$ cat src/sv/prc_pkg.sv
// shared types and constants for the polygon rectangle clipper
// used by prc_ctrl, prc_datapath and polygon_rect_clipper_core
package prc_pkg;

   localparam int WIN_WIDTH = 16;

   localparam logic [1:0] REG_LEFT   = 2'd0;
   localparam logic [1:0] REG_TOP    = 2'd1;
   localparam logic [1:0] REG_RIGHT  = 2'd2;
   localparam logic [1:0] REG_BOTTOM = 2'd3;

   localparam logic signed [WIN_WIDTH-1:0] LEFT_RESET   = 16'sd0;
   localparam logic signed [WIN_WIDTH-1:0] TOP_RESET    = 16'sd0;
   localparam logic signed [WIN_WIDTH-1:0] RIGHT_RESET  = 16'sd32767;
   localparam logic signed [WIN_WIDTH-1:0] BOTTOM_RESET = 16'sd32767;

   typedef enum logic [2:0] {
      OP_NONE,
      OP_LOAD,
      OP_EDGE_START,
      OP_EDGE_FINISH,
      OP_POP,
      OP_CLOSE_OUT
   } op_type;

   typedef struct packed {
      op_type     op;
      logic [1:0] stage;
      logic       close;
   } cmd_type;

   typedef struct packed {
      logic       crossing;
      logic       div_done;
      logic [3:0] pend_empty;
      logic       rsp_busy;
   } status_type;

   typedef struct packed {
      logic signed [WIN_WIDTH-1:0] left;
      logic signed [WIN_WIDTH-1:0] top;
      logic signed [WIN_WIDTH-1:0] right;
      logic signed [WIN_WIDTH-1:0] bottom;
   } window_type;

endpackage

$ cat src/sv/prc_div.sv
// multiply-divide unit: floor(a*b/c) one bit of b per cycle, then ao +/- quotient
// standalone, used by prc_datapath
module prc_div #(
   parameter int AW = 34
) (
   input  logic                 clock,
   input  logic                 reset,
   input  logic                 start,
   input  logic [AW-1:0]        a,
   input  logic [AW-1:0]        b,
   input  logic [AW-1:0]        c,
   input  logic signed [AW-1:0] ao,
   input  logic                 neg,
   output logic                 done,
   output logic signed [AW-1:0] ro
);
   localparam int RW   = AW + 2;
   localparam int CNTW = $clog2(AW + 1);

   logic              busy_ff;
   logic [CNTW-1:0]   cnt_ff;
   logic [AW-1:0]     a_ff, b_ff, c_ff;
   logic [RW-1:0]     r_ff;
   logic [AW:0]       q_ff;
   logic signed [AW-1:0] ao_ff, ro_ff;
   logic              neg_ff, done_ff;

   logic [RW-1:0] r2_in, c1_in, c2_in, r_in;
   logic [1:0]    qinc_in;
   logic [AW:0]   q_in;
   logic signed [AW-1:0] qs_in, ro_in;

   always_comb begin
      r2_in = {r_ff[RW-2:0], 1'b0} + (b_ff[AW-1] ? RW'(a_ff) : '0);
      c1_in = RW'(c_ff);
      c2_in = {c1_in[RW-2:0], 1'b0};
      // remainder stays below c, so at most two subtractions per bit
      if (r2_in >= c2_in) begin
         r_in    = r2_in - c2_in;
         qinc_in = 2'd2;
      end else if (r2_in >= c1_in) begin
         r_in    = r2_in - c1_in;
         qinc_in = 2'd1;
      end else begin
         r_in    = r2_in;
         qinc_in = 2'd0;
      end
      q_in  = {q_ff[AW-1:0], 1'b0} + (AW + 1)'(qinc_in);
      qs_in = $signed({1'b0, q_ff[AW-2:0]});
      ro_in = neg_ff ? (ao_ff - qs_in) : (ao_ff + qs_in);
   end

   always_ff @(posedge clock) begin
      if (reset) begin
         busy_ff <= 1'b0;
         done_ff <= 1'b0;
         cnt_ff  <= '0;
      end else begin
         done_ff <= 1'b0;
         if (start) begin
            a_ff    <= a;
            b_ff    <= b;
            c_ff    <= c;
            ao_ff   <= ao;
            neg_ff  <= neg;
            r_ff    <= '0;
            q_ff    <= '0;
            cnt_ff  <= CNTW'(AW);
            busy_ff <= 1'b1;
         end else if (busy_ff) begin
            if (cnt_ff != '0) begin
               r_ff   <= r_in;
               q_ff   <= q_in;
               b_ff   <= {b_ff[AW-2:0], 1'b0};
               cnt_ff <= cnt_ff - 1'b1;
            end else begin
               ro_ff   <= ro_in;
               done_ff <= 1'b1;
               busy_ff <= 1'b0;
            end
         end
      end
   end

   assign done = done_ff;
   assign ro   = ro_ff;

endmodule

$ cat src/sv/prc_datapath.sv
// datapath: per-stage vertex registers, two-entry pending queues, held vertex, output register
// depends on prc_pkg and prc_div
module prc_datapath #(
   parameter int COORD_WIDTH = 24,
   parameter int FRAC_BITS   = 8
) (
   input  logic                          clock,
   input  logic                          reset,
   input  prc_pkg::cmd_type              cmd,
   output prc_pkg::status_type           stat,
   input  prc_pkg::window_type           window,
   input  logic signed [COORD_WIDTH-1:0] req_vertex_x,
   input  logic signed [COORD_WIDTH-1:0] req_vertex_y,
   input  logic                          rsp_ready,
   output logic                          rsp_valid,
   output logic signed [COORD_WIDTH-1:0] rsp_out_x,
   output logic signed [COORD_WIDTH-1:0] rsp_out_y,
   output logic                          rsp_out_valid,
   output logic                          rsp_out_last
);
   localparam int CW = COORD_WIDTH;
   localparam int EW = (CW > prc_pkg::WIN_WIDTH + FRAC_BITS) ? CW
                       : prc_pkg::WIN_WIDTH + FRAC_BITS;
   localparam int AW = EW + 2;

   logic signed [CW-1:0] cur_x_ff [4], cur_y_ff [4];
   logic signed [CW-1:0] first_x_ff [4], first_y_ff [4];
   logic signed [CW-1:0] prev_x_ff [4], prev_y_ff [4];
   logic [3:0]           seen_ff;
   logic signed [CW-1:0] pend_x_ff [4][2], pend_y_ff [4][2];
   logic [1:0]           pend_wr_ff [4], pend_rd_ff [4];
   logic signed [CW-1:0] held_x_ff, held_y_ff, rsp_x_ff, rsp_y_ff;
   logic                 held_v_ff, rsp_vld_ff, rsp_last_ff, rsp_valid_ff;

   logic [1:0]                   s_in;
   logic signed [prc_pkg::WIN_WIDTH-1:0] win_in;
   logic signed [AW-1:0]         e_in, ac_in, ao_in, bc_in, bo_in, dn_in, dc_in, dd_in;
   logic signed [CW-1:0]         ax_in, ay_in, bx_in, by_in, px_in, py_in;
   logic [AW-1:0]                an_in, bn_in, cn_in;
   logic                         vert_in, inside_in, cross_in, neg_in, start_in, done_in;
   logic signed [AW-1:0]         ro_in;
   logic signed [CW-1:0]         ix_in, iy_in;

   always_comb begin
      s_in = cmd.stage;
      case (s_in)
         prc_pkg::REG_LEFT:  win_in = window.left;
         prc_pkg::REG_TOP:   win_in = window.top;
         prc_pkg::REG_RIGHT: win_in = window.right;
         default:            win_in = window.bottom;
      endcase
      e_in    = AW'(win_in) <<< FRAC_BITS;
      vert_in = !s_in[0];
      ax_in   = prev_x_ff[s_in];
      ay_in   = prev_y_ff[s_in];
      bx_in   = cmd.close ? first_x_ff[s_in] : cur_x_ff[s_in];
      by_in   = cmd.close ? first_y_ff[s_in] : cur_y_ff[s_in];
      ac_in   = vert_in ? AW'(ax_in) : AW'(ay_in);
      ao_in   = vert_in ? AW'(ay_in) : AW'(ax_in);
      bc_in   = vert_in ? AW'(bx_in) : AW'(by_in);
      bo_in   = vert_in ? AW'(by_in) : AW'(bx_in);
      // left and top keep c >= e, right and bottom keep c <= e
      inside_in = s_in[1] ? (ac_in <= e_in) : (ac_in >= e_in);
      cross_in  = ((ac_in < e_in) && (bc_in > e_in)) || ((bc_in < e_in) && (ac_in > e_in));
      dn_in   = e_in - ac_in;
      dc_in   = bc_in - ac_in;
      dd_in   = bo_in - ao_in;
      an_in   = dn_in[AW-1] ? AW'(-dn_in) : AW'(dn_in);
      cn_in   = dc_in[AW-1] ? AW'(-dc_in) : AW'(dc_in);
      bn_in   = dd_in[AW-1] ? AW'(-dd_in) : AW'(dd_in);
      neg_in  = dn_in[AW-1] ^ dd_in[AW-1] ^ dc_in[AW-1];
      start_in = (cmd.op == prc_pkg::OP_EDGE_START) && seen_ff[s_in] && cross_in;
      ix_in   = vert_in ? e_in[CW-1:0] : ro_in[CW-1:0];
      iy_in   = vert_in ? ro_in[CW-1:0] : e_in[CW-1:0];
      px_in   = pend_x_ff[s_in][pend_rd_ff[s_in][0]];
      py_in   = pend_y_ff[s_in][pend_rd_ff[s_in][0]];
   end

   prc_div #(.AW(AW)) u_div (
      .clock (clock),
      .reset (reset),
      .start (start_in),
      .a     (an_in),
      .b     (bn_in),
      .c     (cn_in),
      .ao    (ao_in),
      .neg   (neg_in),
      .done  (done_in),
      .ro    (ro_in)
   );

   always_ff @(posedge clock) begin
      if (reset) begin
         seen_ff      <= '0;
         held_v_ff    <= 1'b0;
         rsp_valid_ff <= 1'b0;
         for (int i = 0; i < 4; i++) begin
            pend_wr_ff[i] <= '0;
            pend_rd_ff[i] <= '0;
         end
      end else begin
         if (rsp_valid_ff && rsp_ready) begin
            rsp_valid_ff <= 1'b0;
         end
         case (cmd.op)
            prc_pkg::OP_LOAD: begin
               cur_x_ff[0] <= req_vertex_x;
               cur_y_ff[0] <= req_vertex_y;
            end
            prc_pkg::OP_EDGE_START: begin
               if (seen_ff[s_in]) begin
                  if (inside_in) begin
                     pend_x_ff[s_in][0] <= ax_in;
                     pend_y_ff[s_in][0] <= ay_in;
                     pend_wr_ff[s_in]   <= 2'd1;
                  end
                  if (cmd.close) begin
                     seen_ff[s_in] <= 1'b0;
                  end else begin
                     prev_x_ff[s_in] <= cur_x_ff[s_in];
                     prev_y_ff[s_in] <= cur_y_ff[s_in];
                  end
               end else if (!cmd.close) begin
                  first_x_ff[s_in] <= cur_x_ff[s_in];
                  first_y_ff[s_in] <= cur_y_ff[s_in];
                  prev_x_ff[s_in]  <= cur_x_ff[s_in];
                  prev_y_ff[s_in]  <= cur_y_ff[s_in];
                  seen_ff[s_in]    <= 1'b1;
               end
            end
            prc_pkg::OP_EDGE_FINISH: begin
               pend_x_ff[s_in][pend_wr_ff[s_in][0]] <= ix_in;
               pend_y_ff[s_in][pend_wr_ff[s_in][0]] <= iy_in;
               pend_wr_ff[s_in] <= pend_wr_ff[s_in] + 2'd1;
            end
            prc_pkg::OP_POP: begin
               if (pend_rd_ff[s_in] + 2'd1 == pend_wr_ff[s_in]) begin
                  pend_rd_ff[s_in] <= '0;
                  pend_wr_ff[s_in] <= '0;
               end else begin
                  pend_rd_ff[s_in] <= pend_rd_ff[s_in] + 2'd1;
               end
               if (s_in != prc_pkg::REG_BOTTOM) begin
                  cur_x_ff[s_in + 2'd1] <= px_in;
                  cur_y_ff[s_in + 2'd1] <= py_in;
               end else begin
                  // newest vertex waits in held so the last one can carry the close mark
                  if (held_v_ff) begin
                     rsp_x_ff     <= held_x_ff;
                     rsp_y_ff     <= held_y_ff;
                     rsp_vld_ff   <= 1'b1;
                     rsp_last_ff  <= 1'b0;
                     rsp_valid_ff <= 1'b1;
                  end
                  held_x_ff <= px_in;
                  held_y_ff <= py_in;
                  held_v_ff <= 1'b1;
               end
            end
            prc_pkg::OP_CLOSE_OUT: begin
               rsp_x_ff     <= held_v_ff ? held_x_ff : '0;
               rsp_y_ff     <= held_v_ff ? held_y_ff : '0;
               rsp_vld_ff   <= held_v_ff;
               rsp_last_ff  <= 1'b1;
               rsp_valid_ff <= 1'b1;
               held_v_ff    <= 1'b0;
            end
            default: ;
         endcase
      end
   end

   always_comb begin
      stat.crossing = seen_ff[s_in] && cross_in;
      stat.div_done = done_in;
      stat.rsp_busy = rsp_valid_ff;
      for (int i = 0; i < 4; i++) begin
         stat.pend_empty[i] = (pend_rd_ff[i] == pend_wr_ff[i]);
      end
   end

   assign rsp_valid     = rsp_valid_ff;
   assign rsp_out_x     = rsp_x_ff;
   assign rsp_out_y     = rsp_y_ff;
   assign rsp_out_valid = rsp_vld_ff;
   assign rsp_out_last  = rsp_last_ff;

endmodule

$ cat src/sv/prc_ctrl.sv
// controller: walks each vertex depth first through the four clip stages, then the closing edges
// depends on prc_pkg
module prc_ctrl (
   input  logic                clock,
   input  logic                reset,
   input  logic                req_valid,
   input  logic                req_closes_polygon,
   output logic                req_ready,
   input  prc_pkg::status_type stat,
   output prc_pkg::cmd_type    cmd
);
   typedef enum logic [2:0] {
      S_IDLE,
      S_EDGE,
      S_DIV,
      S_DRAIN,
      S_CLOSE,
      S_FINISH
   } state_type;

   state_type  state_ff, state_in;
   logic [1:0] stage_ff, stage_in, base_ff, base_in;
   logic       closing_ff, closing_in, phase_ff, phase_in;

   always_comb begin
      state_in   = state_ff;
      stage_in   = stage_ff;
      base_in    = base_ff;
      closing_in = closing_ff;
      phase_in   = phase_ff;
      cmd.op     = prc_pkg::OP_NONE;
      cmd.stage  = stage_ff;
      cmd.close  = 1'b0;
      req_ready  = 1'b0;
      unique case (state_ff)
         S_IDLE: begin
            req_ready = 1'b1;
            if (req_valid) begin
               cmd.op     = prc_pkg::OP_LOAD;
               state_in   = S_EDGE;
               stage_in   = 2'd0;
               base_in    = 2'd0;
               closing_in = req_closes_polygon;
               phase_in   = 1'b0;
            end
         end
         S_EDGE, S_CLOSE: begin
            cmd.op    = prc_pkg::OP_EDGE_START;
            cmd.close = (state_ff == S_CLOSE);
            state_in  = stat.crossing ? S_DIV : S_DRAIN;
         end
         S_DIV: begin
            if (stat.div_done) begin
               cmd.op   = prc_pkg::OP_EDGE_FINISH;
               state_in = S_DRAIN;
            end
         end
         S_DRAIN: begin
            if (!stat.pend_empty[stage_ff]) begin
               if (stage_ff == 2'd3) begin
                  if (!stat.rsp_busy) begin
                     cmd.op = prc_pkg::OP_POP;
                  end
               end else begin
                  cmd.op   = prc_pkg::OP_POP;
                  stage_in = stage_ff + 2'd1;
                  state_in = S_EDGE;
               end
            end else if (stage_ff != base_ff) begin
               // deeper stages are empty, resume the one above
               stage_in = stage_ff - 2'd1;
            end else if (!closing_ff) begin
               state_in = S_IDLE;
            end else if (!phase_ff) begin
               phase_in = 1'b1;
               base_in  = 2'd0;
               stage_in = 2'd0;
               state_in = S_CLOSE;
            end else if (base_ff == 2'd3) begin
               state_in = S_FINISH;
            end else begin
               base_in  = base_ff + 2'd1;
               stage_in = base_ff + 2'd1;
               state_in = S_CLOSE;
            end
         end
         S_FINISH: begin
            if (!stat.rsp_busy) begin
               cmd.op   = prc_pkg::OP_CLOSE_OUT;
               state_in = S_IDLE;
            end
         end
         default: state_in = S_IDLE;
      endcase
   end

   always_ff @(posedge clock) begin
      if (reset) begin
         state_ff   <= S_IDLE;
         stage_ff   <= '0;
         base_ff    <= '0;
         closing_ff <= 1'b0;
         phase_ff   <= 1'b0;
      end else begin
         state_ff   <= state_in;
         stage_ff   <= stage_in;
         base_ff    <= base_in;
         closing_ff <= closing_in;
         phase_ff   <= phase_in;
      end
   end

endmodule

$ cat src/sv/polygon_rect_clipper_core.sv
// top level of the polygon rectangle clipper: window registers, controller and datapath
// depends on prc_pkg, prc_ctrl, prc_datapath
//
//  channel  direction  handshake                      payload
//  req      in         req_valid / req_ready          vertex_x, vertex_y, closes_polygon
//  rsp      out        rsp_valid / rsp_ready          out_x, out_y, out_valid, out_last
//  csr      in/out     psel, penable, pwrite, pready  paddr, pwdata, prdata (window edges)
//
// a vertex is loaded, then each stage takes its edge, passes each word on and steps back up
// an edge that strictly crosses a window line also passes through the shared bit-serial divider
// a closing vertex then walks the four closing edges and finally puts out the last word
// reset is synchronous, active high, and restores the window to 0, 0, 32767, 32767
// a pending rsp word holds the walk whenever the last stage passes a word on or closes
module polygon_rect_clipper_core #(
   parameter int COORD_WIDTH = 24,
   parameter int FRAC_BITS   = 8
) (
   input  logic                          clock,
   input  logic                          reset,
   input  logic                          req_valid,
   output logic                          req_ready,
   input  logic signed [COORD_WIDTH-1:0] req_vertex_x,
   input  logic signed [COORD_WIDTH-1:0] req_vertex_y,
   input  logic                          req_closes_polygon,
   output logic                          rsp_valid,
   input  logic                          rsp_ready,
   output logic signed [COORD_WIDTH-1:0] rsp_out_x,
   output logic signed [COORD_WIDTH-1:0] rsp_out_y,
   output logic                          rsp_out_valid,
   output logic                          rsp_out_last,
   input  logic                          psel,
   input  logic                          penable,
   input  logic                          pwrite,
   input  logic [3:0]                    paddr,
   input  logic [31:0]                   pwdata,
   output logic [31:0]                   prdata,
   output logic                          pready
);
   prc_pkg::window_type   window_ff;
   prc_pkg::cmd_type      cmd;
   prc_pkg::status_type   stat;
   logic                  wr_in;
   logic signed [prc_pkg::WIN_WIDTH-1:0] rd_in;

   assign pready = 1'b1;
   assign wr_in  = psel && penable && pwrite;

   always_ff @(posedge clock) begin
      if (reset) begin
         window_ff.left   <= prc_pkg::LEFT_RESET;
         window_ff.top    <= prc_pkg::TOP_RESET;
         window_ff.right  <= prc_pkg::RIGHT_RESET;
         window_ff.bottom <= prc_pkg::BOTTOM_RESET;
      end else if (wr_in) begin
         unique case (paddr[3:2])
            prc_pkg::REG_LEFT:   window_ff.left   <= pwdata[15:0];
            prc_pkg::REG_TOP:    window_ff.top    <= pwdata[15:0];
            prc_pkg::REG_RIGHT:  window_ff.right  <= pwdata[15:0];
            prc_pkg::REG_BOTTOM: window_ff.bottom <= pwdata[15:0];
            default: ;
         endcase
      end
   end

   always_comb begin
      unique case (paddr[3:2])
         prc_pkg::REG_LEFT:   rd_in = window_ff.left;
         prc_pkg::REG_TOP:    rd_in = window_ff.top;
         prc_pkg::REG_RIGHT:  rd_in = window_ff.right;
         default:             rd_in = window_ff.bottom;
      endcase
      prdata = 32'(rd_in);
   end

   prc_ctrl u_ctrl (
      .clock              (clock),
      .reset              (reset),
      .req_valid          (req_valid),
      .req_closes_polygon (req_closes_polygon),
      .req_ready          (req_ready),
      .stat               (stat),
      .cmd                (cmd)
   );

   prc_datapath #(
      .COORD_WIDTH (COORD_WIDTH),
      .FRAC_BITS   (FRAC_BITS)
   ) u_datapath (
      .clock         (clock),
      .reset         (reset),
      .cmd           (cmd),
      .stat          (stat),
      .window        (window_ff),
      .req_vertex_x  (req_vertex_x),
      .req_vertex_y  (req_vertex_y),
      .rsp_ready     (rsp_ready),
      .rsp_valid     (rsp_valid),
      .rsp_out_x     (rsp_out_x),
      .rsp_out_y     (rsp_out_y),
      .rsp_out_valid (rsp_out_valid),
      .rsp_out_last  (rsp_out_last)
   );

`ifndef SYNTHESIS
   a_load_on_accept: assert property (@(posedge clock) disable iff (reset)
      (cmd.op == prc_pkg::OP_LOAD) |-> (req_valid && req_ready))
      else $error("vertex loaded without an accepted word");

   a_no_rsp_overwrite: assert property (@(posedge clock) disable iff (reset)
      ((cmd.op == prc_pkg::OP_CLOSE_OUT) ||
       ((cmd.op == prc_pkg::OP_POP) && (cmd.stage == prc_pkg::REG_BOTTOM)))
      |-> !stat.rsp_busy)
      else $error("output register written while a word is pending");

   a_pop_nonempty: assert property (@(posedge clock) disable iff (reset)
      (cmd.op == prc_pkg::OP_POP) |-> !stat.pend_empty[cmd.stage])
      else $error("pop from an empty stage queue");
`endif

endmodule

$ cat config.mk
export PLATFORM = sky130hd
export DESIGN_NAME = polygon_rect_clipper_core
export DESIGN_NICKNAME = d
export VERILOG_FILES = /design/src/sv/prc_pkg.sv /design/src/sv/prc_div.sv /design/src/sv/prc_datapath.sv /design/src/sv/prc_ctrl.sv /design/src/sv/polygon_rect_clipper_core.sv
export SDC_FILE = /design/constraint.sdc
export NUM_CORES = 2
export LEC_CHECK = 0
export ABC_AREA = 0
export BUFFER_PORTS_ARGS = -buffer_cell sky130_fd_sc_hd__buf_2
export CAP_MARGIN = 20
export CORE_MARGIN = 10
export CORE_UTILIZATION = 40
export DETAILED_ROUTE_END_ITERATION = 10
export PLACE_DENSITY = 0.54
export SLEW_MARGIN = 5
export SYNTH_ARGS = -nofsm -noshare
export SYNTH_HDL_FRONTEND = slang
export SYNTH_HIERARCHICAL = 1
export SYNTH_SLANG_ARGS = --single-unit
$ cat constraint.sdc
create_clock -name clock -period 10.4 [get_ports clock]
set_input_delay 0.52 -clock clock [delete_from_list [all_inputs] [get_ports clock]]
set_output_delay 0.52 -clock clock [all_outputs]
set_load 0.005 [all_outputs]
==> impl_metrics.tcl <==
set metrics [dict create \
    grt_pass1_vias 40360 \
    ant_nets 0 \
    rows 149 \
    syn_avg_cell_area_um2 13.57 \
    setup.worst_path.start_class "register" \
    finalSetupViolCount 0 \
    drt_first_pass_iters 6 \
    crit_fanout 50 \
    synthesis.area_um2 66010 \
    cts.clk_slew.worst_paths_ps 50 \
    yosysWarnings 6 \
    die_h_um 426.2 \
    netlist_instances 4863 \
    final_cells 7332 \
    period_needed_ps 8399 \
    cpPeakStageDelay_ps 940 \
    startpoint "u_ctrl/stage_ff[1]$_SDFFE_PP0P_" \
    grt_max_degree 114 \
    wl_per_cell_um 25.70 \
    cts_inserted_buffers 146 \
    pin_count 177 \
    core_area_um2 164400 \
    clk_latency_ps 790 \
    cts.path.max_buffers 3 \
    hold_start "pwdata[0]" \
    clock_sinks 1338 \
    root_buffer "clkbuf_16" \
    vias 41090 \
    final_nets 5327 \
    critPathSlowestCell "dfxtp_4" \
    power_density_nw_per_um2 167.7 \
    grt_pass1_wl_um 275800 \
    cp_data_required_time_ps 10820 \
    viasPerCell 5.604 \
    crit_type "register to register" \
    slew_headroom_pct 22.26 \
    cts_htree_levels 4 \
    r2r-start "u_ctrl/stage_ff[1]$_SDFFE_PP0P_" \
    status "finished, final reports clean" \
    numPortBuffers 157 \
    hold_class "input port to register" \
    end_kind "register" \
    cap_violations 0 \
    grtUsageTotal_pct 20.35 \
    placed_cells 7060 \
    period_share_pct 80.76 \
    max_slew.worst_pin.slew_ps 1134 \
    cp_cell_sequence "inv_2 > ha_1 > buf_4 > a22oi_1 > nand2_1 > mux2i_1 > inv_1 > ha_1 > and2_1 > a211oi_1 > o21ai_0 > a22o_1 > a311oi_1 > o31ai_2 > mux2i_1 > nor3_2 > buf_4 > inv_1 > buf_4 > a21oi_4 > buf_4" \
    layout-drive-gt1-share_pct 17.79 \
    dp_hpwl_um 129900 \
    gp_congestion 0.8961 \
    cts_tree "done" \
    fin_skew_ps 36.07 \
    arrival_ps 8820 \
    wirelength_um 188400 \
    cpMostUsedCell "buf_4" \
    die-width_um 426.2 \
    hold_violations 0 \
    syn2layout_area_growth_pct 11.91 \
    fmax_ghz 0.1191 \
    ctsResizeCount 0 \
    drt_iter0_drc 3540 \
    drv_slew 0 \
    leakagePower_nw 25.59 \
    diodes 0 \
    initial_core_util_pct 40.14 \
    final_core_util_pct 44.92 \
    dieArea_um2 181700 \
    antenna_found_initial 9 \
    rsz0062_at_grt "no" \
    drc_errors 0 \
    grt_overflow 0 \
    peakVddDrop_mv 0.1654 \
    fin_setup_tns_ps 0 \
]
-- worst max-delay path: cells and delay by family, from the launching register on --
family | cells | cell delay (ps)
AO/OA/AOI/OAI | 7 | 2410
AND/OR/NAND/NOR | 3 | 460
adder cells (fa/ha/maj) | 2 | 800
buffers and inverters | 7 | 2280
multiplexers | 2 | 1010
flip-flops | 1 | 940
-- layout by cell type (no fill, tap or decap), types with 84 or more instances in the layout --
cell type and n:
edfxtp_1 1252, nand2_1 543, nor2_1 257, mux4_2 214, mux2i_1 205, a21oi_1 199
ha_1 197, xnor2_1 190, mux2_2 178, o21ai_0 175, inv_1 170, buf_2 156
clkbuf_16 152, nor2b_1 87, dfxtp_1 84
-- per-layer routing --
layer  track usage (%)  share of wire [%]
met5                 0             0.0069
met4             4.489                1.8
met3             2.928                5.3
met2             33.29                 48
met1             28.74                 45
-- flip-flops by register name (all words and copies together), names as in the netlist, 26 cells and up, named ones only --
name and count:
u_datapath/pend_x_ff 192, u_datapath/first_y_ff 96, u_datapath/cur_x_ff 96, u_datapath/prev_y_ff 96, u_datapath/u_div/a_ff 26, u_datapath/u_div/b_ff 26, u_datapath/first_x_ff 96, u_datapath/cur_y_ff 96
u_datapath/u_div/r_ff 27, u_datapath/prev_x_ff 96, window_ff 64, u_datapath/pend_y_ff 192, u_datapath/u_div/c_ff 26
-- per-stage QoR --
| step | instance area (µm²) | setup slack, ps | hold WS (ps) | power [W] |
|---|---|---|---|---|
| finish | 73870 | 2001 | 65.51 | 0.01238 |
| global route | 73870 | 1722 | 55.12 | 0.01283 |
| CTS | 73850 | 2130 | 2.911 | 0.01251 |
| detailed placement | 69220 | 2128 | 479.4 | 0.007511 |
| global placement | 69200 | 2175 | 475.1 | 0.007496 |
| floorplan | 66010 | 607.1 | 458.6 | 0.007083 |
-- area by class of cell --
cell class                 count  area [µm²]
clock buffer                 196        3979
clock inverter                63       540.5
fill                       14890       90560
inverter                     174       655.6
multi-input combinational   3132       25120
sequential                  1338       39330
tap                         2189        2739
timing repair buffer         240        1505
-- timing repair --
action	in CTS	in global routing
hold buffers	11	0
buffers inserted	0	0
hold endpoints to repair	21	0
-- final timing paths --
kind                                                  end  slack [ps]  depth (start not counted)
hold reg to reg                window_ff[51]$_SDFFE_PP0P_         490                          2
setup reg to reg  u_datapath/u_div/q_ff[11]$_SDFFCE_PP0P_        2000                         21
setup / recovery  u_datapath/u_div/q_ff[11]$_SDFFCE_PP0P_        2000                         21
hold / removal                  window_ff[0]$_SDFFE_PP1P_          70                          3
-- report_power, final --
| part | internal (W) | switching (W) |
|---|---|---|
| Clock | 0.00284 | 0.00214 |
| Combinational | 0.000499 | 0.000863 |
| Sequential | 0.00601 | 0.0000289 |
Power figures use the tool's default switching activity.
